$ cat src/rtl/planar_twist_point_advance_top_assert.svh
// Assertion macros for the planar twist point advance top level.
`ifndef PLANAR_TWIST_POINT_ADVANCE_TOP_ASSERT_SVH
`define PLANAR_TWIST_POINT_ADVANCE_TOP_ASSERT_SVH

// Checks that the consequent holds in the same cycle as the antecedent.
`define PTPA_ASSERT_NOW(lbl, ante, cons, msg) \
  lbl: assert property (@(posedge clk_i) disable iff (!rst_ni) (ante) |-> (cons)) \
    else $error(msg);

// Checks that the consequent holds in the cycle after the antecedent.
`define PTPA_ASSERT_NEXT(lbl, ante, cons, msg) \
  lbl: assert property (@(posedge clk_i) disable iff (!rst_ni) (ante) |=> (cons)) \
    else $error(msg);

`endif

$ cat src/rtl/ptpa_pkg.sv
// Package with constants, record types and helper functions of the point advance pipeline.
package ptpa_pkg;

  localparam int unsigned FRAC_BITS         = 16;
  localparam int unsigned CORDIC_STAGES_DEF = 16;
  localparam int unsigned ATAN_LEN          = 24;

  localparam logic [63:0] TWO_PI_Q60 = 64'h6487ED5110B4611A;
  // Two pi with twice the fraction bits of the ports, the grid of yaw_rate times duration.
  localparam logic [63:0] TWOPI_QF2 =
    (TWO_PI_Q60 + (64'd1 << (59 - 2 * FRAC_BITS))) >> (60 - 2 * FRAC_BITS);
  localparam logic [63:0] HALF_TWOPI  = TWOPI_QF2 / 2;
  localparam logic [63:0] PI_Q30      = (TWO_PI_Q60 + (64'd1 << 30)) >> 31;
  localparam logic [63:0] HALF_PI_Q30 = (TWO_PI_Q60 + (64'd1 << 31)) >> 32;
  localparam logic [31:0] GAIN_Q30    = 32'h26DD3B6A;
  localparam logic [31:0] ONE_Q30     = 32'h4000_0000;

  // Largest magnitude of the angle product is below 2^42.
  localparam logic [63:0] MAX_PROD  = 64'd1 << 42;
  localparam int unsigned MOD_STEPS = $clog2(MAX_PROD / TWOPI_QF2 + 1);

  localparam int unsigned SMALL_ANGLE = ((1 << FRAC_BITS) + 500) / 1000;

  // Reciprocals for the narrow divisions by six and by twenty-four.
  localparam int unsigned RECIP_SHIFT = 16;
  localparam logic [13:0] RECIP_6     = 14'd10923;
  localparam logic [11:0] RECIP_24    = 12'd2731;

  localparam int unsigned MOD_W  = 43;
  localparam int unsigned Z_W    = 34;
  localparam int unsigned DIV_W  = 51;
  localparam int unsigned Q_W    = 33;
  localparam int unsigned D_W    = 26;
  localparam int unsigned FAC_W  = 33;
  localparam int unsigned TRIG_W = 35;

  localparam logic [31:0] ATAN_Q30 [ATAN_LEN] = '{
    32'h3243F6A8, 32'h1DAC6705, 32'h0FADBAFC, 32'h07F56EA6, 32'h03FEAB76, 32'h01FFD55B,
    32'h00FFFAAA, 32'h007FFF55, 32'h003FFFEA, 32'h001FFFFD, 32'h000FFFFF, 32'h0007FFFF,
    32'h0003FFFF, 32'h0001FFFF, 32'h0000FFFF, 32'h00007FFF, 32'h00003FFF, 32'h00001FFF,
    32'h00000FFF, 32'h000007FF, 32'h000003FF, 32'h000001FF, 32'h000000FF, 32'h0000007F
  };

  // Item fields that ride along the whole pipeline.
  typedef struct packed {
    logic signed [19:0] sx;
    logic signed [19:0] sy;
    logic signed [19:0] vx;
    logic signed [19:0] vy;
    logic signed [19:0] ez;
    logic        [20:0] dur;
    logic signed [26:0] a;
    logic               near_zero;
    logic        [10:0] a2;
    logic        [30:0] sc_small;
    logic        [29:0] c_fac;
  } side_t;

  typedef struct packed {
    logic [MOD_W-1:0] rem;
    logic             neg;
    side_t            side;
  } mod_t;

  typedef struct packed {
    logic signed [Z_W-1:0] x;
    logic signed [Z_W-1:0] y;
    logic signed [Z_W-1:0] z;
    logic                  neg;
    side_t                 side;
  } cordic_t;

  typedef struct packed {
    logic        [DIV_W-1:0]  rem_s;
    logic        [DIV_W-1:0]  rem_c;
    logic        [Q_W-1:0]    q_s;
    logic        [Q_W-1:0]    q_c;
    logic                     neg_s;
    logic                     neg_c;
    logic        [D_W-1:0]    d;
    logic signed [TRIG_W-1:0] sn;
    logic signed [TRIG_W-1:0] cs;
    logic signed [52:0]       cc_prod;
    side_t                    side;
  } div_t;

  // Right shift that rounds to nearest, ties away from zero.
  function automatic logic signed [63:0] rnd_shr(input logic signed [63:0] v,
                                                 input int unsigned s);
    logic [63:0] m;
    m = v[63] ? 64'(-v) : 64'(v);
    m = (m + (64'd1 << (s - 1))) >> s;
    return v[63] ? -$signed(m) : $signed(m);
  endfunction

  // Saturates to the 20-bit position range.
  function automatic logic signed [19:0] clamp_pos(input logic signed [63:0] v);
    logic signed [19:0] r;
    if (v > 64'sd524287) begin
      r = 20'sd524287;
    end else if (v < -64'sd524288) begin
      r = -20'sd524288;
    end else begin
      r = 20'(v);
    end
    return r;
  endfunction

  // Limits a quotient magnitude to two in Q30 and applies its sign.
  function automatic logic signed [FAC_W-1:0] sat_fac(input logic [Q_W-1:0] q,
                                                      input logic neg);
    logic [FAC_W-1:0] m;
    m = (q > (Q_W'(1) << 31)) ? (FAC_W'(1) << 31) : FAC_W'(q);
    return neg ? -$signed(m) : $signed(m);
  endfunction

endpackage

$ cat src/rtl/ptpa_mod_cell.sv
// One restoring step of the angle reduction modulo two pi.
module ptpa_mod_cell #(
  parameter int unsigned SHIFT = 0
) (
  input  logic          clk_i,
  input  logic          rst_ni,
  input  logic          en_i,
  input  logic          valid_i,
  input  ptpa_pkg::mod_t data_i,
  output logic          valid_o,
  output ptpa_pkg::mod_t data_o
);
  import ptpa_pkg::*;

  localparam logic [MOD_W-1:0] STEP = MOD_W'(TWOPI_QF2 << SHIFT);

  mod_t data_d, data_q;
  logic valid_q;

  always_comb begin
    data_d = data_i;
    if (data_i.rem >= STEP) begin
      data_d.rem = data_i.rem - STEP;
    end
  end

  always_ff @(posedge clk_i or negedge rst_ni) begin
    if (!rst_ni) begin
      valid_q <= 1'b0;
    end else if (en_i) begin
      valid_q <= valid_i;
    end
  end

  always_ff @(posedge clk_i) begin
    if (en_i) begin
      data_q <= data_d;
    end
  end

  assign valid_o = valid_q;
  assign data_o  = data_q;

endmodule

$ cat config.mk
export PLATFORM = sky130hd
export DESIGN_NAME = ptpa_mod_cell
export DESIGN_NICKNAME = d
export VERILOG_FILES = /design/src/rtl/planar_twist_point_advance_top_assert.svh /design/src/rtl/ptpa_pkg.sv /design/src/rtl/ptpa_mod_cell.sv
export SDC_FILE = /design/constraint.sdc
export NUM_CORES = 1
export LEC_CHECK = 0
export ABC_AREA = 1
export BUFFER_PORTS_ARGS = -buffer_cell sky130_fd_sc_hd__buf_2
export CAP_MARGIN = 20
export CORE_AREA = 2 2 208 210
export CTS_CLUSTER_DIAMETER = 40
export DETAILED_ROUTE_END_ITERATION = 7
export DIE_AREA = 0 0 210 212
export GPL_ROUTABILITY_DRIVEN = 0
export PLACE_DENSITY = 0.48
export SLEW_MARGIN = 20
export SYNTH_ARGS = -nofsm -noshare
export SYNTH_HDL_FRONTEND = slang
export SYNTH_SLANG_ARGS = --single-unit
$ cat constraint.sdc
create_clock -name clk_i -period 0.87 [get_ports clk_i]
set_input_delay 0.261 -clock clk_i [delete_from_list [all_inputs] [get_ports clk_i]]
set_output_delay 0.261 -clock clk_i [all_outputs]
set_load 0.05 [all_outputs]
==> impl_results.md <==
* Outcome: finished, violations left
* Cell-internal power at 31,300 µW
* Initial detailed-routing violation count at 708
* CTS tree: built
* Number of remaining DRC errors at 0
* Failing checks: setup timing
* Final hold violations at 0
* Clock share of power at 40.1%
* Number of stages on the worst hold path at 3
* Setup repair after global routing missed its margin: true
* Std-Cell Core Area at 42,500 µm²
* Net count after synthesis at 1,148
* Router iterations before antenna repair at 5
* Worst setup path category: reg2out
* Initial standard-cell utilization of the core at 25.1%
* Combinational fraction of design power at 24.4%
* Switching power at 13,700 µW
* Most common cell after layout, fill and taps aside: sky130_fd_sc_hd__edfxtp_1
* Via density per instance at 4.42
* Synthesized area per cell at 12.2 µm²
* Largest net degree at the start of global routing at 22
* Minimum clock period at 1550 ps
* Number of buffers created by CTS at 46
* Worst path buffer plus inverter count at 1
* Routed length per instance at 20.8 µm
* Part of the cycle the worst path needs at 178%
* DIE AREA at 44,500 µm²
* Post-layout worst setup margin at -680 ps
* CTS clk-pin slew, worst paths at 50 ps
* Wire length of the first global-routing pass at 73,300 µm
* Total Routing Usage GR at 22.5%
* Most area-consuming cells after synthesis: sky130_fd_sc_hd__edfxtp_1 (75%), sky130_fd_sc_hd__nand2_1 (9.5%), sky130_fd_sc_hd__inv_1 (3.0%)
* Number of pins with negative max-slew slack in the final report at 0
* Peak supply drop at 0.00116 V
* Element type at the critical path end: output port
* Clk root buf: sky130_fd_sc_hd__clkbuf_16
* Initial antenna violation count at 12
* Maximum level of the CTS H-tree at 2
* Startpoint types: flip-flop
* Critical Path RT at 610 ps
* Count of nets left with antenna violations after detail routing at 0
* Width of the die at 210 µm
* Cell type with the highest aggregate area in the netlist: sky130_fd_sc_hd__edfxtp_1
* Least-Margin Pin Slew at 320 ps
* Cell Chain, Critical Path: buf_12
* Arrival time at the worst endpoint at 1290 ps
* Fill cell instance count of the final layout at 3,450
* Warning count from the yosys run at 0
* Post-Route Skew at 0 ps
* Number of maximum-capacitance constraint violations at 0
* Worst min-delay path class: in2reg
* Final HPWL DP at 37,600 µm
* Part of the Yosys area used for sequential elements at 74.8%
* Master of the slowest instance on the critical path: sky130_fd_sc_hd__edfxtp_1
* Num Clock Sinks at 266
* Sw frac at 30.5%
* Mapped cell area at 10,700 µm²
* CTS max path bufs at 3
* Total power consumption of the routed design at 45,000 µW
* Share of total power in sequential cells at 35.6%
* Area growth from synthesis to layout at 123%
* Vertical die dimension at 212 µm
* Gate count after technology mapping at 877
* Setup-failing EPs final at 309
* Slowest Stage Delay on Critical Path at 510 ps
* Worst slack at placement at -1290 ps
* Input/output buffers at 534
* # IOs at 535
* Remaining Overflow, GRT at 0
* Cell leakage power at 0.0105 µW
* Total via count in the routed design at 11,100
* Power Density at 1890 nW/µm²
* Standard-cell row count at 76
* Worst Path Max Fanout at 1
* Routed wire length at 52,500 µm
* Fraction of layout instances using a drive strength above 1 at 57.4%
* Latest clock arrival within the worst-skew pair at 540 ps
* Worst slew margin relative to its limit at 78.4%
* Peak Freq at 645 MHz
* Leading cell types in the layout, fill and taps excluded: sky130_fd_sc_hd__edfxtp_1 (265), sky130_fd_sc_hd__buf_2 (240), sky130_fd_sc_hd__dlygate4sd3_1 (228), sky130_fd_sc_hd__buf_4 (221), sky130_fd_sc_hd__buf_6 (215)
* Number of global-route vias before repair at 11,600
* Post-synth top area share at 74.5%
* Cell family with the largest share of critical-path delay: flip-flops
* Final layout net count at 2,207
* Register bit count reported by yosys at 266
* Depth of the critical timing path with buffers and inverters included at 1
* Register-to-Register Path Depth at 1
* Unique cell type count in the Yosys netlist at 31
-- area by class of cell --
class / instances / area (µm²) / share of cell area, %
well taps: 546 / 683 / 2.87
clock buffers: 52 / 1190 / 5.02
inverters: 90 / 377 / 1.58
diodes: 4 / 10.0 / 0.0420
multi-input cells: 513 / 3410 / 14.3
clock inverters: 30 / 327 / 1.37
repair inverters: 1 / 11.3 / 0.0473
repair buffers: 1018 / 9830 / 41.2
flip-flops and latches: 266 / 7980 / 33.5
-- metal layers --
layer | GRT usage [%] | wire [µm] | vias up
met1 | 25.2 | 19600 | 5355
met4 | 10.7 | 2550 | 18
met5 | 0 | 132 | -
met3 | 5.85 | 3250 | 129
li1 | - | - | 5159
met2 | 40.2 | 27000 | 466
-- sequential cells by signal, summed over array words and instances (netlist names) --
name / flops
valid_o: 1
data_o: 265
-- per-stage QoR --
step           cell area, µm²  TNS (ps)  hold slack [ps]  util [%]  std cells
3_3_place_gp            17000    -94170             37.3      39.9       2158
6_report                23800   -157660             30.5      56.1       2520
4_1_cts                 23100   -166220             9.68      54.3       2502
3_5_place_dp            17000    -93690             39.4      39.9       2158
2_1_floorplan           10700    -29860            -34.6         -        877
5_1_grt                 23800   -171510             4.20      56.0       2516
-- power by group through the flow --
stage	registers (µW)	logic [µW]	clock network, µW
2_1_floorplan	19500	695	0
3_3_place_gp	16100	8550	0
3_5_place_dp	16100	8570	0
4_1_cts	16000	10600	18400
5_1_grt	16100	11300	19000
6_report	16000	11000	18000
-- cell usage after synthesis (all sizes together) --
cell type and instances:
a21oi 16, o21bai 1, ha 2, inv 90
o211ai 2, nor2 84, xor2 7, nand4 8
dfrtp 1, mux2 1, buf 9, edfxtp 265
nand3b 2, nand3 72, o21ai 24, nor3 12
nor3b 1, clkbuf 1, nand2 278, a21o 1
-- final timing paths --
kind | from | end | slack, ps
setup / recovery | data_o[172] | data_o[172] | -680
hold / removal | data_i[254] | data_o[254] | 30
setup reg to reg | valid_o | valid_o | 90
hold reg to reg | valid_o | valid_o | 530
max in group asynchronous | rst_ni | valid_o | 710
min in group asynchronous | rst_ni | valid_o | 70
-- cells by family (layout without fill, tap and decap cells) --
group | count (synthesis) | count (layout) | share of synthesized area (%)
AND/OR/NAND/NOR | 457 | 459 | 18.4
flip-flops | 266 | 266 | 74.8
buffers and inverters | 100 | 1191 | 3.81
AO/OA/AOI/OAI | 44 | 44 | 2.16
XOR/XNOR | 7 | 7 | 0.574
adder cells (fa/ha/maj) | 2 | 2 | 0.234
multiplexers | 1 | 1 | 0.105
other | 0 | 4 | 0
-- what timing repair did --
action                                  in CTS  in global routing
endpoints found under the setup margin     309                309
gates cloned                                10                  0
hold buffers                               228                  0
gates resized for setup                    587                196
pin swaps                                   48                 86
buffers inserted                            25                 18
endpoints found under the hold margin      228                  0
No activity file was read; power rests on OpenSTA's default activity.
