**src/rtl/planar_twist_point_advance_top_assert.svh**
```systemverilog
// Assertion macros for the planar twist point advance top level.
`ifndef PLANAR_TWIST_POINT_ADVANCE_TOP_ASSERT_SVH
`define PLANAR_TWIST_POINT_ADVANCE_TOP_ASSERT_SVH

// Checks that the consequent holds in the same cycle as the antecedent.
`define PTPA_ASSERT_NOW(lbl, ante, cons, msg) \
  lbl: assert property (@(posedge clk_i) disable iff (!rst_ni) (ante) |-> (cons)) \
    else $error(msg);

// Checks that the consequent holds in the cycle after the antecedent.
`define PTPA_ASSERT_NEXT(lbl, ante, cons, msg) \
  lbl: assert property (@(posedge clk_i) disable iff (!rst_ni) (ante) |=> (cons)) \
    else $error(msg);

`endif

```
**src/rtl/ptpa_pkg.sv**
```systemverilog
// Package with constants, record types and helper functions of the point advance pipeline.
package ptpa_pkg;

  localparam int unsigned FRAC_BITS         = 16;
  localparam int unsigned CORDIC_STAGES_DEF = 16;
  localparam int unsigned ATAN_LEN          = 24;

  localparam logic [63:0] TWO_PI_Q60 = 64'h6487ED5110B4611A;
  // Two pi with twice the fraction bits of the ports, the grid of yaw_rate times duration.
  localparam logic [63:0] TWOPI_QF2 =
    (TWO_PI_Q60 + (64'd1 << (59 - 2 * FRAC_BITS))) >> (60 - 2 * FRAC_BITS);
  localparam logic [63:0] HALF_TWOPI  = TWOPI_QF2 / 2;
  localparam logic [63:0] PI_Q30      = (TWO_PI_Q60 + (64'd1 << 30)) >> 31;
  localparam logic [63:0] HALF_PI_Q30 = (TWO_PI_Q60 + (64'd1 << 31)) >> 32;
  localparam logic [31:0] GAIN_Q30    = 32'h26DD3B6A;
  localparam logic [31:0] ONE_Q30     = 32'h4000_0000;

  // Largest magnitude of the angle product is below 2^42.
  localparam logic [63:0] MAX_PROD  = 64'd1 << 42;
  localparam int unsigned MOD_STEPS = $clog2(MAX_PROD / TWOPI_QF2 + 1);

  localparam int unsigned SMALL_ANGLE = ((1 << FRAC_BITS) + 500) / 1000;

  // Reciprocals for the narrow divisions by six and by twenty-four.
  localparam int unsigned RECIP_SHIFT = 16;
  localparam logic [13:0] RECIP_6     = 14'd10923;
  localparam logic [11:0] RECIP_24    = 12'd2731;

  localparam int unsigned MOD_W  = 43;
  localparam int unsigned Z_W    = 34;
  localparam int unsigned DIV_W  = 51;
  localparam int unsigned Q_W    = 33;
  localparam int unsigned D_W    = 26;
  localparam int unsigned FAC_W  = 33;
  localparam int unsigned TRIG_W = 35;

  localparam logic [31:0] ATAN_Q30 [ATAN_LEN] = '{
    32'h3243F6A8, 32'h1DAC6705, 32'h0FADBAFC, 32'h07F56EA6, 32'h03FEAB76, 32'h01FFD55B,
    32'h00FFFAAA, 32'h007FFF55, 32'h003FFFEA, 32'h001FFFFD, 32'h000FFFFF, 32'h0007FFFF,
    32'h0003FFFF, 32'h0001FFFF, 32'h0000FFFF, 32'h00007FFF, 32'h00003FFF, 32'h00001FFF,
    32'h00000FFF, 32'h000007FF, 32'h000003FF, 32'h000001FF, 32'h000000FF, 32'h0000007F
  };

  // Item fields that ride along the whole pipeline.
  typedef struct packed {
    logic signed [19:0] sx;
    logic signed [19:0] sy;
    logic signed [19:0] vx;
    logic signed [19:0] vy;
    logic signed [19:0] ez;
    logic        [20:0] dur;
    logic signed [26:0] a;
    logic               near_zero;
    logic        [10:0] a2;
    logic        [30:0] sc_small;
    logic        [29:0] c_fac;
  } side_t;

  typedef struct packed {
    logic [MOD_W-1:0] rem;
    logic             neg;
    side_t            side;
  } mod_t;

  typedef struct packed {
    logic signed [Z_W-1:0] x;
    logic signed [Z_W-1:0] y;
    logic signed [Z_W-1:0] z;
    logic                  neg;
    side_t                 side;
  } cordic_t;

  typedef struct packed {
    logic        [DIV_W-1:0]  rem_s;
    logic        [DIV_W-1:0]  rem_c;
    logic        [Q_W-1:0]    q_s;
    logic        [Q_W-1:0]    q_c;
    logic                     neg_s;
    logic                     neg_c;
    logic        [D_W-1:0]    d;
    logic signed [TRIG_W-1:0] sn;
    logic signed [TRIG_W-1:0] cs;
    logic signed [52:0]       cc_prod;
    side_t                    side;
  } div_t;

  // Right shift that rounds to nearest, ties away from zero.
  function automatic logic signed [63:0] rnd_shr(input logic signed [63:0] v,
                                                 input int unsigned s);
    logic [63:0] m;
    m = v[63] ? 64'(-v) : 64'(v);
    m = (m + (64'd1 << (s - 1))) >> s;
    return v[63] ? -$signed(m) : $signed(m);
  endfunction

  // Saturates to the 20-bit position range.
  function automatic logic signed [19:0] clamp_pos(input logic signed [63:0] v);
    logic signed [19:0] r;
    if (v > 64'sd524287) begin
      r = 20'sd524287;
    end else if (v < -64'sd524288) begin
      r = -20'sd524288;
    end else begin
      r = 20'(v);
    end
    return r;
  endfunction

  // Limits a quotient magnitude to two in Q30 and applies its sign.
  function automatic logic signed [FAC_W-1:0] sat_fac(input logic [Q_W-1:0] q,
                                                      input logic neg);
    logic [FAC_W-1:0] m;
    m = (q > (Q_W'(1) << 31)) ? (FAC_W'(1) << 31) : FAC_W'(q);
    return neg ? -$signed(m) : $signed(m);
  endfunction

endpackage

```
**src/rtl/ptpa_div_cell.sv**
```systemverilog
// One quotient bit of the two restoring dividers for the sinc and versine factors.
module ptpa_div_cell #(
  parameter int unsigned K = 0
) (
  input  logic          clk_i,
  input  logic          rst_ni,
  input  logic          en_i,
  input  logic          valid_i,
  input  ptpa_pkg::div_t data_i,
  output logic          valid_o,
  output ptpa_pkg::div_t data_o
);
  import ptpa_pkg::*;

  localparam int unsigned CMP_W = ((DIV_W > D_W + K) ? DIV_W : D_W + K) + 1;

  div_t data_d, data_q;
  logic valid_q;
  logic [CMP_W-1:0] step, rs, rc;

  always_comb begin
    data_d = data_i;
    step   = CMP_W'(data_i.d) << K;
    rs     = CMP_W'(data_i.rem_s);
    rc     = CMP_W'(data_i.rem_c);
    if (rs >= step) begin
      data_d.rem_s  = DIV_W'(rs - step);
      data_d.q_s[K] = 1'b1;
    end
    if (rc >= step) begin
      data_d.rem_c  = DIV_W'(rc - step);
      data_d.q_c[K] = 1'b1;
    end
  end

  always_ff @(posedge clk_i or negedge rst_ni) begin
    if (!rst_ni) begin
      valid_q <= 1'b0;
    end else if (en_i) begin
      valid_q <= valid_i;
    end
  end

  always_ff @(posedge clk_i) begin
    if (en_i) begin
      data_q <= data_d;
    end
  end

  assign valid_o = valid_q;
  assign data_o  = data_q;

endmodule

```
**config.mk**
```make
export PLATFORM = sky130hd
export DESIGN_NAME = ptpa_div_cell
export DESIGN_NICKNAME = d
export VERILOG_FILES = /design/src/rtl/planar_twist_point_advance_top_assert.svh /design/src/rtl/ptpa_pkg.sv /design/src/rtl/ptpa_div_cell.sv
export SDC_FILE = /design/constraint.sdc
export NUM_CORES = 1
export LEC_CHECK = 0
export ABC_AREA = 1
export BUFFER_PORTS_ARGS = -buffer_cell sky130_fd_sc_hd__buf_2
export CORE_AREA = 2 2 428 430
export CTS_BUF_LIST = sky130_fd_sc_hd__clkbuf_8
export CTS_CLUSTER_SIZE = 24
export DETAILED_ROUTE_END_ITERATION = 6
export DIE_AREA = 0 0 430 432
export HOLD_SLACK_MARGIN = 0.1
export MAX_ROUTING_LAYER = met4
export PLACE_DENSITY = 0.3
export SLEW_MARGIN = 20
export SYNTH_ARGS = -nofsm -noshare
export SYNTH_HDL_FRONTEND = slang
export SYNTH_SLANG_ARGS = --single-unit
```
**constraint.sdc**
```tcl
create_clock -name clk_i -period 0.8 [get_ports clk_i]
set_input_delay 0.08 -clock clk_i [delete_from_list [all_inputs] [get_ports clk_i]]
set_output_delay 0.08 -clock clk_i [all_outputs]
set_load 0.01 [all_outputs]
```
==> run_results.csv <==
group,metric,value,unit
power_and_ir_drop,power.internal,0.0590,W
clock_tree,cts_tree,"done",
outcome,violations,"negative hold slack, negative setup slack",
worst_setup_path,r2r_cells,1,
outcome,status,"finished, violations left",
timing,fmaxAchievable,587,MHz
timing,hold_violations,57,
route,drt-wirelength-per-cell,23.1,µm
worst_setup_path,critPathLaunchType,"input port",
floorplan,rows,157,
route,vias,26800,
route,drc,0,
layout,area_growth,119,%
layout,final_common_cell,"dlygate4sd3_1",
global_routing,grt_pass1_wl,226000,µm
place,postPlaceCellArea,36800,µm²
layout,drive_gt1_frac,0.476,
place,port_buffers,1084,
power_and_ir_drop,leakagePower,23.6,nW
route,drt_iter0_drc,1107,
logic_synthesis,synth-warning-count,0,
worst_setup_path,slowest_stage,"dlygate4sd3_1",
floorplan,die_width,430,µm
worst_setup_path,cp_common_cell,"buf_4",
layout,fin_nets,5514,
route,avgViaCountPerCell,3.60,
worst_setup_path,worstPathMaxFanout,3,
power_and_ir_drop,p_comb_frac,0.266,
logic_synthesis,ys_seq_area_frac,0.668,
worst_setup_path,crit_buf_inv,6,
floorplan,die-area,186000,µm²
global_routing,grt_pass1_vias,27600,
route,dr.pass1.iters,5,
power_and_ir_drop,power.ir.vdd_worst,1040,µV
timing,finalSetupViolations,816,
logic_synthesis,ys_types,40,
layout,layout_common_cells,"dlygate4sd3_1, buf_2, edfxtp_1",
worst_setup_path,critical_path_depth,14,
power_and_ir_drop,p_seq_frac,0.412,
job,maxCapViolCount,0,
worst_setup_path,crit_type,"in2reg",
power_and_ir_drop,clock_power_share,0.323,
route,antenna_left,0,
timing,fin_crit_sh,2.13,
global_routing,antenna_found_initial,88,
timing,rsz0062_at_grt,"yes",
layout,final_cell_area,53100,µm²
clock_tree,clock_latency,0.85,ns
floorplan,start_util,0.134,
global_routing,grt_max_degree,46,
power_and_ir_drop,p_sw_frac,0.312,
timing,drv_slew,0,
logic_synthesis,syn_area,24300,µm²
timing,hold_slack,-0.601,ns
clock_tree,h-tree-depth,3,
worst_setup_path,critical_path.top_delay_family,"buffers and inverters",
timing,slew_headroom,0.682,
min_path,whs_path_depth,1,
timing,setup_ws,-0.903,ns
min_path,hp-class,"in2reg",
worst_setup_path,crit_chain,"buf_2 -> buf_4 -> dlygate4sd3_1 -> nor2_2 -> buf_4 -> buf_4 -> nand2_1 -> nor2_1 -> buf_4 -> nand3_1 -> nor2_1 -> nand2_1 -> nand2_1 -> a21oi_2",
clock_tree,numCtsBuffers,109,
power_and_ir_drop,netSwitchingPower,0.0268,W
logic_synthesis,ys_ff_latch,541,
global_routing,grt_usage,0.182,
floorplan,core,182000,µm²
timing,min_period,1.70,ns
place,gp_congestion,0.910,
place,dp_hpwl,141000,µm
worst_setup_path,crit_required,1.41,ns
power_and_ir_drop,powerDensity,1610,nW/µm²
worst_setup_path,crit_path_end_kind,"register",
logic_synthesis,synth_nets,2853,
timing,worstMarginPinSlew,0.473,ns
clock_tree,clk_pin_slew,0.06,ns
floorplan,dieHeight,432,µm
floorplan,io_pins,1085,
logic_synthesis,syn_avg_cell_area,10.8,µm²
layout,post-route-util,0.293,
worst_setup_path,slowest_delay,0.64,ns
worst_setup_path,arrival,2.31,ns
global_routing,overflow,0,
clock_tree,cts_sinks,541,
clock_tree,max-clock-path-buffers,3,
timing,clock_skew,0,ns
logic_synthesis,syn_inst,2255,
clock_tree,root_buffer,"clkbuf_8",
route,routed_wirelength,172000,µm
layer usage:
layer | wire length [µm] | global-route usage | vias up
met5 | 0 | - | -
met4 | 7160 | 0.0745 | 0
met3 | 8260 | 0.0339 | 244
met2 | 88900 | 0.320 | 837
met1 | 67700 | 0.202 | 12900
li1 | - | - | 12800
power by group through the flow:
stage / registers [W] / logic (W) / clock network [W]
after global routing: 0.0355 / 0.0243 / 0.0300
final: 0.0353 / 0.0228 / 0.0277
after floorplan: 0.0367 / 0.00366 / 0
after global placement: 0.0357 / 0.0159 / 0
after detailed placement: 0.0356 / 0.0159 / 0
after CTS: 0.0353 / 0.0217 / 0.0290
final timing paths:
path | start | slack [ns] | to
max | data_i[525] | -0.90 | data_o[535]
min | data_i[366] | -0.60 | data_o[366]
max reg2reg | valid_o | 0.04 | valid_o
min reg2reg | valid_o | 0.54 | valid_o
max in group asynchronous | rst_ni | 0.06 | valid_o
min in group asynchronous | rst_ni | 0.63 | valid_o
final cells by class:
| class | instances | area, µm² |
|---|---|---|
| Antenna cell | 48 | 120 |
| Clock buffer | 111 | 1530 |
| Clock inverter | 93 | 482 |
| Fill cell | 19400 | 129000 |
| Inverter | 376 | 1520 |
| Multi-Input combinational cell | 1322 | 9300 |
| Sequential cell | 541 | 16200 |
| Tap cell | 2385 | 2980 |
| Timing Repair Buffer | 2565 | 20900 |
| Timing Repair inverter | 1 | 30.0 |
logic make-up after synthesis:
family	Yosys count	synth area share
AO/OA/AOI/OAI	83	0.0223
XOR/XNOR	42	0.0151
adder cells (fa/ha/maj)	54	0.0284
buffers and inverters	392	0.0649
flip-flops	541	0.668
multiplexers	1	0.000463
AND/OR/NAND/NOR	1142	0.201
cell usage after synthesis, drive strengths merged:
cell	number	area [µm²]
buf	16	164
nand4	35	225
a21oi	52	309
inv	376	1410
nand2	762	3030
and3	2	12.5
xnor2	20	175
ha	52	651
nand3	121	616
nand2b	1	13.8
or2	3	18.8
and2	1	6.26
a21boi	1	7.51
dfrtp	1	25.0
o21ai	30	225
fa	2	40.0
mux2	1	11.3
xor2	22	193
nand3b	7	52.6
nor3b	1	7.51
nor3	20	110
edfxtp	540	16200
nor2	189	790
flip-flops by register name (all words and copies together), names as in the netlist:
register / count
valid_o: 1
data_o: 540
what timing repair did:
item                                    CTS  global route
endpoints found under the hold margin  1082           111
buffers inserted                         42            44
setup endpoints to repair               645           723
pin swaps                                58           156
gates resized for setup                 593           498
hold buffers                            929            53
gates cloned                              4             9
metrics by stage:
stage          std cells  power (W)  setup TNS [ns]  setup slack [ns]
5_1_grt             7425     0.0898         -499.01            -0.965
4_1_cts             7338     0.0861         -522.60             -1.01
3_5_place_dp        6165     0.0515         -289.96             -1.96
2_1_floorplan       2255     0.0404          -98.63             -1.02
6_report            7442     0.0858         -449.68            -0.903
3_3_place_gp        6165     0.0517         -292.02             -1.96
(Power assumes the default switching activity.)
