==> config.mk <==
export PLATFORM = sky130hd
export DESIGN_NAME = ptpa_cordic_cell
export DESIGN_NICKNAME = d
export VERILOG_FILES = /design/src/rtl/planar_twist_point_advance_top_assert.svh /design/src/rtl/ptpa_pkg.sv /design/src/rtl/ptpa_cordic_cell.sv
export SDC_FILE = /design/constraint.sdc
export NUM_CORES = 1
export LEC_CHECK = 0
export BUFFER_PORTS_ARGS = -buffer_cell sky130_fd_sc_hd__buf_2
export CORE_AREA = 2 2 251 253
export DETAILED_ROUTE_END_ITERATION = 12
export DIE_AREA = 0 0 253 255
export GPL_TIMING_DRIVEN = 0
export PLACE_DENSITY = 0.59
export SYNTH_ARGS = -nofsm -noshare
export SYNTH_HDL_FRONTEND = slang
export SYNTH_SLANG_ARGS = --single-unit
==> constraint.sdc <==
create_clock -name clk_i -period 0.8 [get_ports clk_i]
set_input_delay 0.04 -clock clk_i [delete_from_list [all_inputs] [get_ports clk_i]]
set_output_delay 0.04 -clock clk_i [all_outputs]
set_load 0.1 [all_outputs]
==> src/rtl/planar_twist_point_advance_top_assert.svh <==
// Assertion macros for the planar twist point advance top level.
`ifndef PLANAR_TWIST_POINT_ADVANCE_TOP_ASSERT_SVH
`define PLANAR_TWIST_POINT_ADVANCE_TOP_ASSERT_SVH

// Checks that the consequent holds in the same cycle as the antecedent.
`define PTPA_ASSERT_NOW(lbl, ante, cons, msg) \
  lbl: assert property (@(posedge clk_i) disable iff (!rst_ni) (ante) |-> (cons)) \
    else $error(msg);

// Checks that the consequent holds in the cycle after the antecedent.
`define PTPA_ASSERT_NEXT(lbl, ante, cons, msg) \
  lbl: assert property (@(posedge clk_i) disable iff (!rst_ni) (ante) |=> (cons)) \
    else $error(msg);

`endif

==> src/rtl/ptpa_pkg.sv <==
// Package with constants, record types and helper functions of the point advance pipeline.
package ptpa_pkg;

  localparam int unsigned FRAC_BITS         = 16;
  localparam int unsigned CORDIC_STAGES_DEF = 16;
  localparam int unsigned ATAN_LEN          = 24;

  localparam logic [63:0] TWO_PI_Q60 = 64'h6487ED5110B4611A;
  // Two pi with twice the fraction bits of the ports, the grid of yaw_rate times duration.
  localparam logic [63:0] TWOPI_QF2 =
    (TWO_PI_Q60 + (64'd1 << (59 - 2 * FRAC_BITS))) >> (60 - 2 * FRAC_BITS);
  localparam logic [63:0] HALF_TWOPI  = TWOPI_QF2 / 2;
  localparam logic [63:0] PI_Q30      = (TWO_PI_Q60 + (64'd1 << 30)) >> 31;
  localparam logic [63:0] HALF_PI_Q30 = (TWO_PI_Q60 + (64'd1 << 31)) >> 32;
  localparam logic [31:0] GAIN_Q30    = 32'h26DD3B6A;
  localparam logic [31:0] ONE_Q30     = 32'h4000_0000;

  // Largest magnitude of the angle product is below 2^42.
  localparam logic [63:0] MAX_PROD  = 64'd1 << 42;
  localparam int unsigned MOD_STEPS = $clog2(MAX_PROD / TWOPI_QF2 + 1);

  localparam int unsigned SMALL_ANGLE = ((1 << FRAC_BITS) + 500) / 1000;

  // Reciprocals for the narrow divisions by six and by twenty-four.
  localparam int unsigned RECIP_SHIFT = 16;
  localparam logic [13:0] RECIP_6     = 14'd10923;
  localparam logic [11:0] RECIP_24    = 12'd2731;

  localparam int unsigned MOD_W  = 43;
  localparam int unsigned Z_W    = 34;
  localparam int unsigned DIV_W  = 51;
  localparam int unsigned Q_W    = 33;
  localparam int unsigned D_W    = 26;
  localparam int unsigned FAC_W  = 33;
  localparam int unsigned TRIG_W = 35;

  localparam logic [31:0] ATAN_Q30 [ATAN_LEN] = '{
    32'h3243F6A8, 32'h1DAC6705, 32'h0FADBAFC, 32'h07F56EA6, 32'h03FEAB76, 32'h01FFD55B,
    32'h00FFFAAA, 32'h007FFF55, 32'h003FFFEA, 32'h001FFFFD, 32'h000FFFFF, 32'h0007FFFF,
    32'h0003FFFF, 32'h0001FFFF, 32'h0000FFFF, 32'h00007FFF, 32'h00003FFF, 32'h00001FFF,
    32'h00000FFF, 32'h000007FF, 32'h000003FF, 32'h000001FF, 32'h000000FF, 32'h0000007F
  };

  // Item fields that ride along the whole pipeline.
  typedef struct packed {
    logic signed [19:0] sx;
    logic signed [19:0] sy;
    logic signed [19:0] vx;
    logic signed [19:0] vy;
    logic signed [19:0] ez;
    logic        [20:0] dur;
    logic signed [26:0] a;
    logic               near_zero;
    logic        [10:0] a2;
    logic        [30:0] sc_small;
    logic        [29:0] c_fac;
  } side_t;

  typedef struct packed {
    logic [MOD_W-1:0] rem;
    logic             neg;
    side_t            side;
  } mod_t;

  typedef struct packed {
    logic signed [Z_W-1:0] x;
    logic signed [Z_W-1:0] y;
    logic signed [Z_W-1:0] z;
    logic                  neg;
    side_t                 side;
  } cordic_t;

  typedef struct packed {
    logic        [DIV_W-1:0]  rem_s;
    logic        [DIV_W-1:0]  rem_c;
    logic        [Q_W-1:0]    q_s;
    logic        [Q_W-1:0]    q_c;
    logic                     neg_s;
    logic                     neg_c;
    logic        [D_W-1:0]    d;
    logic signed [TRIG_W-1:0] sn;
    logic signed [TRIG_W-1:0] cs;
    logic signed [52:0]       cc_prod;
    side_t                    side;
  } div_t;

  // Right shift that rounds to nearest, ties away from zero.
  function automatic logic signed [63:0] rnd_shr(input logic signed [63:0] v,
                                                 input int unsigned s);
    logic [63:0] m;
    m = v[63] ? 64'(-v) : 64'(v);
    m = (m + (64'd1 << (s - 1))) >> s;
    return v[63] ? -$signed(m) : $signed(m);
  endfunction

  // Saturates to the 20-bit position range.
  function automatic logic signed [19:0] clamp_pos(input logic signed [63:0] v);
    logic signed [19:0] r;
    if (v > 64'sd524287) begin
      r = 20'sd524287;
    end else if (v < -64'sd524288) begin
      r = -20'sd524288;
    end else begin
      r = 20'(v);
    end
    return r;
  endfunction

  // Limits a quotient magnitude to two in Q30 and applies its sign.
  function automatic logic signed [FAC_W-1:0] sat_fac(input logic [Q_W-1:0] q,
                                                      input logic neg);
    logic [FAC_W-1:0] m;
    m = (q > (Q_W'(1) << 31)) ? (FAC_W'(1) << 31) : FAC_W'(q);
    return neg ? -$signed(m) : $signed(m);
  endfunction

endpackage

==> src/rtl/ptpa_cordic_cell.sv <==
// One rotation step of the sine and cosine CORDIC.
module ptpa_cordic_cell #(
  parameter int unsigned STAGE = 0
) (
  input  logic             clk_i,
  input  logic             rst_ni,
  input  logic             en_i,
  input  logic             valid_i,
  input  ptpa_pkg::cordic_t data_i,
  output logic             valid_o,
  output ptpa_pkg::cordic_t data_o
);
  import ptpa_pkg::*;

  localparam logic signed [Z_W-1:0] ATAN = Z_W'(ATAN_Q30[STAGE]);

  cordic_t data_d, data_q;
  logic valid_q;
  logic signed [Z_W-1:0] dx, dy;

  always_comb begin
    data_d = data_i;
    dx = data_i.y >>> STAGE;
    dy = data_i.x >>> STAGE;
    if (!data_i.z[Z_W-1]) begin
      data_d.x = data_i.x - dx;
      data_d.y = data_i.y + dy;
      data_d.z = data_i.z - ATAN;
    end else begin
      data_d.x = data_i.x + dx;
      data_d.y = data_i.y - dy;
      data_d.z = data_i.z + ATAN;
    end
  end

  always_ff @(posedge clk_i or negedge rst_ni) begin
    if (!rst_ni) begin
      valid_q <= 1'b0;
    end else if (en_i) begin
      valid_q <= valid_i;
    end
  end

  always_ff @(posedge clk_i) begin
    if (en_i) begin
      data_q <= data_d;
    end
  end

  assign valid_o = valid_q;
  assign data_o  = data_q;

endmodule

==> results of run 1 <==
## power groups by stage
stage | sequential [mW] | clock (mW) | combinational (mW)
final | 22.1 | 18.6 | 31.4
after CTS | 22.0 | 19.1 | 30.1
after global routing | 22.2 | 19.7 | 32.2
after global placement | 22.0 | 0 | 24.2
after floorplan | 34.6 | 0 | 5.36
after detailed placement | 21.8 | 0 | 24.2
## stage by stage
step                      hold slack [ns]  power, mW
final                              -0.182       72.1
after global routing               -0.187       74.1
after CTS                          -0.195       71.2
after detailed placement           -0.183       46.1
after global placement             -0.185       46.2
after floorplan                    -0.256       40.0
## repair_timing
action,CTS,global route
pin swaps,156,136
gates resized for setup,1085,149
cloned,6,0
setup buffers,112,68
hold endpoints to repair,289,51
setup endpoints to repair,619,418
## registers in the layout (all words and copies together) (netlist names)
signal and cells:
data_o 323, valid_o 1
## critical path, delay by kind of cell
| kind | cells | cell delay, ns |
|---|---|---|
| buf+inv | 7 | 0.82 |
| compound gates | 7 | 1.54 |
| xor+xnor | 1 | 0.16 |
| fa+ha+maj | 1 | 0.17 |
## logic make-up (layout without fill, tap and decap cells)
family | Yosys count | in the layout | synth area share
other cells | 0 | 7 | 0
simple gates | 300 | 300 | 0.0853
compound gates | 417 | 417 | 0.161
xor+xnor | 83 | 83 | 0.0422
flops | 324 | 324 | 0.565
fa+ha+maj | 132 | 132 | 0.0976
buf+inv | 167 | 1294 | 0.0386
mux | 19 | 19 | 0.0111
## cell type report
type | instances | area [µm²] | area share
Antenna cell | 7 | 17.5 | 0.000547
Buffer | 47 | 512 | 0.0160
Clock buffer | 45 | 1030 | 0.0322
Clock inverter | 25 | 270 | 0.00844
Inverter | 115 | 544 | 0.0170
Multi-Input combinational cell | 951 | 9090 | 0.284
Sequential cell | 324 | 9730 | 0.304
Tap cell | 799 | 1000 | 0.0312
Timing Repair Buffer | 1062 | 9830 | 0.307
## metal layers
layer / global-route usage / vias to the layer above / share of wire
met2: 0.437 / 885 / 0.45
met4: 0.163 / 10 / 0.065
met5: 0 / - / 0.00068
li1: - / 7590 / -
met3: 0.0747 / 222 / 0.087
met1: 0.354 / 8492 / 0.40
## cells in the final DEF (no fill, tap or decap), drive strengths merged, types with 68 or more instances in the layout
cell type,Yosys,routed
o21ai,73,73
ha,128,128
clkbuf,23,70
xnor2,68,68
inv,113,113
nor2,99,99
buf,29,850
edfxtp,323,323
dlygate4sd3,0,232
a21oi,128,128
## path summary, 6_finish.rpt
kind	startpoint	to	slack (ns)	depth (start not counted)
min	en_i	data_o[262]	-0.18	1
max	data_i[255]	data_o[253]	-1.62	16
max reg2reg	valid_o	valid_o	-0.07	1
max in group asynchronous	rst_ni	valid_o	0.35	3
min reg2reg	valid_o	valid_o	0.61	1
min in group asynchronous	rst_ni	valid_o	0.32	3
==> reports/summary.txt, run 1 <==
Post-Syn Nets -> 1,902
vias in the first global route -> 17,600
Final Hold Vio Count -> 52
post-synthesis register bit count -> 324
Clock Pin Slew Worst Setup and Hold Paths -> 0.06 ns
I/O pin cnt -> 653
Clk network pwr share -> 0.259
RSZ-0062 raised after global routing -> true
Reg power frac -> 0.306
layout cells sized above 1 -> 0.496
Mapped Cells -> 1,442
crit start category -> primary input
top-count cell post-synth -> edfxtp_1
final period utilization -> 3.02
cell breakdown of the critical path -> buf_16, clkbuf_16, clkinv_8, buf_16, buf_4, buf_12, ha_4, a211o_1, a21oi_1, a211oi_1, a211o_1, a311o_2, a21oi_4, buf_4, o31ai_1, xor2_1
Final Worst Setup Slack -> -1.62 ns
outcome -> finished, violations left
Worst Path Max Fanout -> 4
Row Count -> 92
DP Wirelength -> 69,600 µm
Die Area -> 64,500 µm²
Vias per Instance -> 5.10
Hold Slack -> -0.182 ns
Finished Layout Cells -> 3,375
clk_lat worst skew -> 0.59 ns
IO Port Bufs -> 652
slowest CP cell -> a311o_2
Synth top area share -> 0.563
Internal Power -> 41.4 mW
Critical Path RT -> 1.11 ns
Switching Fraction -> 0.425
GRT Resource Usage Total -> 0.281
Antenna Nets Post-Route -> 0
initial core utilization -> 0.277
final setup skew -> 0 ns
power per cell area -> 2250 nW/µm²
Slew Limit Fails -> 0
final setup vio count -> 419
TNS Setup -> -230.95 ns
gr ovfl total -> 0
Relative slew margins -> 0.287
Placed Cells incl. Taps -> 2,896
Synth area leaders -> edfxtp_1 (56%), ha_1 (9.3%), a21oi_1 (3.7%), xnor2_1 (3.5%), inv_1 (2.5%)
Synth Flop Type -> edfxtp_1
Avg WL per Cell -> 28.1 µm
clock sink count -> 324
Peak VDD IR -> 1.76 mV
Unique masters post-synth -> 79
Yosys warning count -> 0
Tmin final -> 2.42 ns
Root Driver -> clkbuf_16
Core Footprint -> 62,200 µm²
Initial DRC Count -> 1,693
total of max-cap violations -> 0
first drt pass iteration count -> 5
via count -> 17,200
post-route cell area -> 32,000 µm²
synthesized area per cell -> 11.9 µm²
failing checks -> hold timing, setup timing
Switch Pwr -> 30.6 mW
area leader, netlist -> edfxtp_1
async set-reset flop share out of synthesis -> 0.00309
Fmax achieved -> 414 MHz
final core utilization -> 0.515
CTS tree -> built
antenna violations before repair -> 18
H-Tree Depth -> 2
most instantiated cells after synthesis -> edfxtp_1 (323), ha_1 (128), a21oi_1 (127)
largest net degree at the start of global routing -> 59
Mapped Area -> 17,200 µm²
fill count -> 5,328
critical path data arrival time -> 2.72 ns
Seq/Total Area, Yosys -> 0.565
drt total wl -> 95,000 µm
number of flops mapped to enable cells by yosys -> 323
Hold-fix buffers, CTS -> 232
Worst Max-Slew Pin Slew -> 1.07 ns
clk buf depth -> 3
Residual DRC -> 0
crit-path max cell delay -> 0.44 ns
CTS buffer count -> 40
Leakage -> 13.3 nW
Comb power frac -> 0.435
die height -> 255 µm
Hold Path Class -> primary input to flip-flop
Layout Nets -> 3,001
crit end category -> flip-flop
gpl congestion -> 0.939
Die Span X -> 253 µm
critical setup path kind -> primary input to flip-flop
Place WS -> -2.93 ns
global-route wire length before repair -> 129,000 µm
area delta synth->final -> 85.9%
Post-Place Cell Area -> 22,300 µm²
Power figures use the tool's default switching activity.
==> run 2, diff against run 1 <==
--- a/config.mk
+++ b/config.mk
@@ -10,6 +10,7 @@
 export DETAILED_ROUTE_END_ITERATION = 12
 export DIE_AREA = 0 0 253 255
 export GPL_TIMING_DRIVEN = 0
+export MAX_ROUTING_LAYER = met4
 export PLACE_DENSITY = 0.59
 export SYNTH_ARGS = -nofsm -noshare
 export SYNTH_HDL_FRONTEND = slang
==> run 2 against run 1 <==
  * Worst hold slack gained 0.039 ns
  * Critical path type unchanged
  * Routed wire length shrank 0.78%
  * Count of clock-buffer cells in the layout up 3
  * The run still ends with hold timing, setup timing left
==> reports/summary.txt, run 2 (synthesis results as in run 1) <==
outcome -> finished, violations left (unchanged)
failing checks -> hold timing, setup timing (unchanged)
critical setup path kind -> primary input to flip-flop (unchanged)
Vias per Instance -> 5.10 (about the same)
Critical Path RT -> 1.09 ns (was 1.11 ns)
fill count -> 5,340 (was 5,328)
Clock Pin Slew Worst Setup and Hold Paths -> 0.06 ns (about the same)
Hold-fix buffers, CTS -> 230 (was 232)
Peak VDD IR -> 1.86 mV (was 1.76 mV)
Worst Max-Slew Pin Slew -> 0.688 ns (was 1.07 ns)
vias in the first global route -> 17,100 (was 17,600)
Tmin final -> 2.41 ns (was 2.42 ns)
GRT Resource Usage Total -> 0.287 (was 0.281)
global-route wire length before repair -> 127,000 µm (was 129,000 µm)
Core Footprint -> 62,200 µm² (unchanged)
Die Span X -> 253 µm (unchanged)
final period utilization -> 3.01 (was 3.02)
power per cell area -> 2300 nW/µm² (was 2250 nW/µm²)
DP Wirelength -> 70,100 µm (was 69,600 µm)
most common cell after layout, fill and taps aside -> buf_6 (unchanged)
Reg power frac -> 0.305 (was 0.306)
clk_lat worst skew -> 0.56 ns (was 0.59 ns)
Switch Pwr -> 30.3 mW (was 30.6 mW)
Switching Fraction -> 0.419 (was 0.425)
Leakage -> 13.0 nW (was 13.3 nW)
layout cells sized above 1 -> 0.479 (was 0.496)
Slew Limit Fails -> 0 (unchanged)
die height -> 255 µm (unchanged)
Worst Path Max Fanout -> 4 (unchanged)
clock sink count -> 324 (unchanged)
total of max-cap violations -> 0 (unchanged)
drt total wl -> 94,200 µm (was 95,000 µm)
Hold Slack -> -0.143 ns (was -0.182 ns)
Row Count -> 92 (unchanged)
via count -> 17,000 (was 17,200)
Root Driver -> clkbuf_16 (unchanged)
commonest cells after routing, fill and taps aside -> buf_6 (357), edfxtp_1 (323), buf_2 (295) (was buf_6 (367), edfxtp_1 (323), buf_2 (298))
final setup skew -> 0 ns (unchanged)
Fmax achieved -> 415 MHz (was 414 MHz)
initial core utilization -> 0.277 (unchanged)
critical path data arrival time -> 2.70 ns (was 2.72 ns)
Final Worst Setup Slack -> -1.61 ns (was -1.62 ns)
Internal Power -> 42.0 mW (was 41.4 mW)
first drt pass iteration count -> 7 (was 5)
gr ovfl total -> 0 (unchanged)
clk buf depth -> 3 (unchanged)
Comb power frac -> 0.427 (was 0.435)
IO Port Bufs -> 652 (unchanged)
CTS tree -> built (unchanged)
I/O pin cnt -> 653 (unchanged)
Final Hold Vio Count -> 54 (was 52)
Avg WL per Cell -> 28.2 µm (was 28.1 µm)
Antenna Nets Post-Route -> 0 (unchanged)
Power Total -> 72.4 mW (was 72.1 mW)
crit start category -> primary input (unchanged)
Clk network pwr share -> 0.268 (was 0.259)
final setup vio count -> 419 (unchanged)
largest net degree at the start of global routing -> 58 (was 59)
Layout Nets -> 2,953 (was 3,001)
Hold Path Class -> primary input to flip-flop (unchanged)
H-Tree Depth -> 2 (unchanged)
Residual DRC -> 0 (unchanged)
crit end category -> flip-flop (unchanged)
Die Area -> 64,500 µm² (unchanged)
area delta synth->final -> 82.9% (was 85.9%)
Relative slew margins -> 0.541 (was 0.287)
gpl congestion -> 0.948 (was 0.939)
Largest register FFs -> 323 (unchanged)
RSZ-0062 raised after global routing -> true (unchanged)
Initial DRC Count -> 1,621 (was 1,693)
CTS buffer count -> 40 (unchanged)
antenna violations before repair -> 20 (was 18)
==> run 2: changes by cell type in the layout (fill, tap and decap cells not counted), sizes merged <==
cell and change:
clkbuf +1, clkinvlp -3, clkinv +1, bufinv +2
dlygate4sd3 -2, diode +7, bufbuf +2, buf -46
inv +1
==> run 2: metal layers <==
layer | share of wire | vias to the layer above | global-route usage
li1 | - | 7506 | -
met1 | 0.42 | 8514 | 0.360
met2 | 0.46 | 817 | 0.436
met3 | 0.075 | 179 | 0.0644
met4 | 0.053 | 0 | 0.141
met5 | 0 | - | -
==> run 2: what timing repair did <==
item / 4_1_cts / 5_1_grt
buffers inserted: 93 / 32
endpoints found under the hold margin: 286 / 54
pin swaps: 159 / 116
setup endpoints to repair: 603 / 453
gates resized for setup: 1065 / 119
cloned: 6 / 0
==> run 2: path summary, 6_finish.rpt <==
path                               end   startpoint  cells past startpoint  slack, ns
max reg2reg                    valid_o      valid_o                      1      -0.08
min reg2reg                    valid_o      valid_o                      1       0.61
min                        data_o[262]         en_i                      1      -0.14
max                        data_o[253]  data_i[255]                     14      -1.61
min in group asynchronous      valid_o       rst_ni                      3       0.34
max in group asynchronous      valid_o       rst_ni                      3       0.32
==> run 2: metrics by stage <==
stage	util	area, µm²	TNS, ns	setup slack, ns	std cells
after CTS	0.495	30800	-228.30	-1.60	3296
after floorplan	-	18000	-156.15	-2.07	1442
after global placement	0.358	22200	-1838.83	-5.34	2893
after detailed placement	0.359	22300	-405.45	-2.91	2896
final	0.507	31500	-225.25	-1.61	3338
after global routing	0.507	31500	-241.05	-1.67	3336
==> run 2: area by class of cell <==
cell class,count,area [µm²],area share
multi-input cells,951,8900,0.283
flip-flops and latches,324,9730,0.309
clock inverters,26,297,0.00941
plain buffers,49,541,0.0172
clock buffers,48,1070,0.0341
repair buffers,1012,9390,0.298
inverters,115,529,0.0168
diodes,14,35.0,0.00111
well taps,799,1000,0.0317
==> run 2: power by group through the flow <==
stage / logic, mW / clock network, mW / registers (mW)
after floorplan: 5.36 / 0 / 34.6
after global placement: 24.3 / 0 / 22.0
after detailed placement: 24.3 / 0 / 21.9
after CTS: 29.9 / 19.7 / 22.0
after global routing: 31.8 / 20.3 / 22.2
final: 30.9 / 19.4 / 22.1
==> run 2: critical path, cell delays in order <==
cell and delay [ns]:
buf_16 0.08, clkbuf_16 0.13, clkinv_8 0.05, buf_16 0.12
fa_2 0.37, a211oi_2 0.21, nor2_2 0.08, o31a_1 0.28
a211o_1 0.34, a311o_2 0.45, a21oi_4 0.15, buf_4 0.15
o31ai_1 0.09, xor2_1 0.15
==> run 3, diff against run 2 <==
--- a/config.mk
+++ b/config.mk
@@ -5,13 +5,14 @@
 export SDC_FILE = /design/constraint.sdc
 export NUM_CORES = 1
 export LEC_CHECK = 0
+export ABC_AREA = 1
 export BUFFER_PORTS_ARGS = -buffer_cell sky130_fd_sc_hd__buf_2
-export CORE_AREA = 2 2 251 253
+export CORE_AREA = 2 2 254 256
 export DETAILED_ROUTE_END_ITERATION = 12
-export DIE_AREA = 0 0 253 255
+export DIE_AREA = 0 0 256 258
 export GPL_TIMING_DRIVEN = 0
 export MAX_ROUTING_LAYER = met4
-export PLACE_DENSITY = 0.59
+export PLACE_DENSITY = 0.61
 export SYNTH_ARGS = -nofsm -noshare
 export SYNTH_HDL_FRONTEND = slang
 export SYNTH_SLANG_ARGS = --single-unit
==> run 3 against run 2 <==
  * The flow still finishes with violations (hold timing, setup timing)
  * Via count up 23%
  * Clock power is 9% lower
  * Non-clock buffer count increased by 88
  * Critical endpoint is now data_o[248]
  * Critical path type unchanged
  * Routed wire length grew 16%
  * Sequential power is essentially flat
  * Register-to-register slack better by 0.02 ns
  * Area after synthesis grew 8.7%
==> reports/summary.txt, run 3 <==
Slew Limit Fails -> 0 (unchanged)
Core Footprint -> 63,600 µm² (was 62,200 µm²)
H-Tree Depth -> 2 (unchanged)
total of max-cap violations -> 0 (unchanged)
reg2reg start -> valid_o (unchanged)
Relative slew margins -> 0.619 (was 0.541)
top-count cell post-synth -> nand2_1 (was edfxtp_1)
vias in the first global route -> 20,400 (was 17,100)
first drt pass iteration count -> 5 (was 7)
Unique masters post-synth -> 45 (was 79)
area delta synth->final -> 99.8% (was 82.9%)
outcome -> finished, violations left (unchanged)
largest net degree at the start of global routing -> 61 (was 58)
initial core utilization -> 0.294 (was 0.277)
simple-gate share of the synthesized area -> 0.211 (was 0.0853)
worst reg-to-reg setup slack -> -0.06 ns (was -0.08 ns)
Vias per Instance -> 5.12 (was 5.10)
Hold Path Class -> primary input to flip-flop (unchanged)
via count -> 20,900 (was 17,000)
Yosys warning count -> 0 (unchanged)
Seq/Total Area, Yosys -> 0.520 (was 0.565)
Hold-fix buffers, CTS -> 230 (unchanged)
crit start category -> primary input (unchanged)
Initial DRC Count -> 1,821 (was 1,621)
slowest CP cell -> ha_4 (was a311o_2)
reg2reg end -> valid_o (unchanged)
cell breakdown of the critical path -> buf_16, clkbuf_16, inv_16, buf_16, buf_12, buf_6, ha_4, nand2_8, nor2_4, nand2_1, nor4_1, nand2_1, nand3_2, xor2_1 (was buf_16, clkbuf_16, clkinv_8, buf_16, fa_2, a211oi_2, nor2_2, o31a_1, a211o_1, a311o_2, a21oi_4, buf_4, o31ai_1, xor2_1)
Row Count -> 93 (was 92)
Clk network pwr share -> 0.235 (was 0.268)
final period utilization -> 1.99 (was 3.01)
Mapped Cells -> 2,049 (was 1,442)
Hold Slack -> -0.137 ns (was -0.143 ns)
Die Span X -> 256 µm (was 253 µm)
Worst Max-Slew Pin Slew -> 0.570 ns (was 0.688 ns)
Critical Path RT -> 1.19 ns (was 1.09 ns)
Final Worst Setup Slack -> -0.794 ns (was -1.61 ns)
Synth area leaders -> edfxtp_1 (52%), nand2_1 (10%), ha_1 (8.6%), inv_1 (5.0%), nand3_1 (4.9%) (was edfxtp_1 (56%), ha_1 (9.3%), a21oi_1 (3.7%), xnor2_1 (3.5%), inv_1 (2.5%))
Synth Area in Adders -> 0.0898 (was 0.0976)
Peak VDD IR -> 1.60 mV (was 1.86 mV)
synthesized area per cell -> 9.14 µm² (was 11.9 µm²)
RSZ-0062 raised after global routing -> true (unchanged)
commonest cells after routing, fill and taps aside -> buf_6 (358), edfxtp_1 (323), buf_2 (288) (was buf_6 (357), edfxtp_1 (323), buf_2 (295))
GRT Resource Usage Total -> 0.320 (was 0.287)
clock sink count -> 324 (unchanged)
Avg WL per Cell -> 26.8 µm (was 28.2 µm)
r2r worst-path depth -> 1 (unchanged)
Mapped Area -> 18,700 µm² (was 17,200 µm²)
clk_lat worst skew -> 0.55 ns (was 0.56 ns)
Place WS -> -1.95 ns (was -2.91 ns)
Fmax achieved -> 627 MHz (was 415 MHz)
combinational family with the most area after synthesis -> simple AND/OR/NAND/NOR gates (was compound AO/OA/AOI/OAI gates)
CTS tree -> built (unchanged)
failing checks -> hold timing, setup timing (unchanged)
Synth Flop Type -> edfxtp_1 (unchanged)
critical path data arrival time -> 1.99 ns (was 2.70 ns)
Comb power frac -> 0.473 (was 0.427)
antenna violations before repair -> 13 (was 20)
layout cells sized above 1 -> 0.592 (was 0.479)
crit-path max cell delay -> 0.33 ns (was 0.45 ns)
Synth top area share -> 0.518 (was 0.563)
final setup skew -> 0 ns (unchanged)
IO Port Bufs -> 652 (unchanged)
Final Hold Vio Count -> 37 (was 54)
gr ovfl total -> 0 (unchanged)
number of flops mapped to enable cells by yosys -> 323 (unchanged)
Die Area -> 66,000 µm² (was 64,500 µm²)
final setup vio count -> 419 (unchanged)
CP Launch Point -> data_i[255] (unchanged)
Compound-Gate Fraction of Synth Area -> 0.0893 (was 0.161)
fill count -> 5,068 (was 5,340)
Critical Path End -> data_o[248] (was data_o[253])
global-route wire length before repair -> 147,000 µm (was 127,000 µm)
DP Wirelength -> 78,700 µm (was 70,100 µm)
drt total wl -> 109,000 µm (was 94,200 µm)
Post-Syn Nets -> 2,509 (was 1,902)
most common cell after layout, fill and taps aside -> buf_6 (unchanged)
Internal Power -> 42.1 mW (was 42.0 mW)
Switch Pwr -> 33.0 mW (was 30.3 mW)
crit end category -> flip-flop (unchanged)
Layout Nets -> 3,653 (was 2,953)
Leakage -> 16.1 nW (was 13.0 nW)
Worst Path Max Fanout -> 5 (was 4)
die height -> 258 µm (was 255 µm)
post-route cell area -> 37,400 µm² (was 31,500 µm²)
area leader, netlist -> edfxtp_1 (unchanged)
Switching Fraction -> 0.439 (was 0.419)
Antenna Nets Post-Route -> 0 (unchanged)
Tmin final -> 1.59 ns (was 2.41 ns)
Post-Place Cell Area -> 24,900 µm² (was 22,300 µm²)
Residual DRC -> 0 (unchanged)
Root Driver -> clkbuf_16 (unchanged)
Finished Layout Cells -> 4,086 (was 3,338)
Clock Pin Slew Worst Setup and Hold Paths -> 0.07 ns (was 0.06 ns)
critical setup path kind -> primary input to flip-flop (unchanged)
Synth Area in XOR/XNOR -> 0.0225 (was 0.0422)
gpl congestion -> 0.998 (was 0.948)
mux share of post-synthesis cell area -> 0.000602 (was 0.0111)
Largest register FFs -> 323 (unchanged)
post-synthesis register bit count -> 324 (unchanged)
most instantiated cells after synthesis -> nand2_1 (518), edfxtp_1 (323), inv_1 (248) (was edfxtp_1 (323), ha_1 (128), a21oi_1 (127))
Reg power frac -> 0.292 (was 0.305)
I/O pin cnt -> 653 (unchanged)
Placed Cells incl. Taps -> 3,559 (was 2,896)
power per cell area -> 2010 nW/µm² (was 2300 nW/µm²)
CTS buffer count -> 38 (was 40)
clk buf depth -> 3 (unchanged)
async set-reset flop share out of synthesis -> 0.00309 (unchanged)
run 3: worst min path at each step:
stage,start,endpoint,cells after the start
2_1_floorplan,rst_ni,valid_o,0
3_3_place_gp,rst_ni,valid_o,1
3_5_place_dp,rst_ni,valid_o,1
4_1_cts,en_i,data_o[8],1
5_1_grt,en_i,data_o[264],1
6_report,en_i,data_o[264],1
run 3: cell type report:
type	count	area [µm²]	area share
Antenna cell	10	25.0	0.000669
Buffer	31	418	0.0112
Clock buffer	50	1030	0.0275
Clock inverter	18	183	0.00488
Inverter	252	1180	0.0315
Multi-Input combinational cell	1428	13100	0.350
Sequential cell	324	9730	0.260
Tap cell	855	1070	0.0286
Timing Repair Buffer	1118	10700	0.286
run 3: logic make-up after synthesis:
group | Yosys count
simple gates | 937
flops | 324
compound gates | 310
buf+inv | 297
fa+ha+maj | 132
xor+xnor | 48
mux | 1
run 3: critical path: cells and delay by family:
kind                       cells  cell delay (ns)
buffers and inverters          6             0.70
adders and majority gates      1             0.33
and+or+nand+nor                6             0.70
xor gates and xnor gates       1             0.20
run 3: routing by layer:
metal / track usage / vias up / share of wire
met5: - / - / 0
met4: 0.200 / 0 / 0.084
li1: - / 9238 / -
met2: 0.497 / 1165 / 0.46
met3: 0.0647 / 363 / 0.083
met1: 0.380 / 10200 / 0.38
run 3: through the flow:
stage / util / power, mW / TNS [ns]
2_1_floorplan: - / 40.7 / -110.60
3_3_place_gp: 0.390 / 47.4 / -1828.78
3_5_place_dp: 0.392 / 47.2 / -347.03
4_1_cts: 0.546 / 72.3 / -180.67
5_1_grt: 0.588 / 77.0 / -194.40
6_report: 0.588 / 75.1 / -181.66
run 3: power groups by stage:
stage,registers [mW],logic (mW),clock network [mW]
2_1_floorplan,33.7,6.93,0
3_3_place_gp,21.9,25.5,0
3_5_place_dp,21.7,25.5,0
4_1_cts,21.9,32.6,17.8
5_1_grt,22.1,36.5,18.4
6_report,22.0,35.5,17.6
run 3: repair_timing:
action,in CTS,in global routing
pin swaps,300,319
gates resized for setup,1412,493
setup endpoints to repair,620,419
endpoints found under the hold margin,269,38
cloned,10,0
setup buffers,138,93
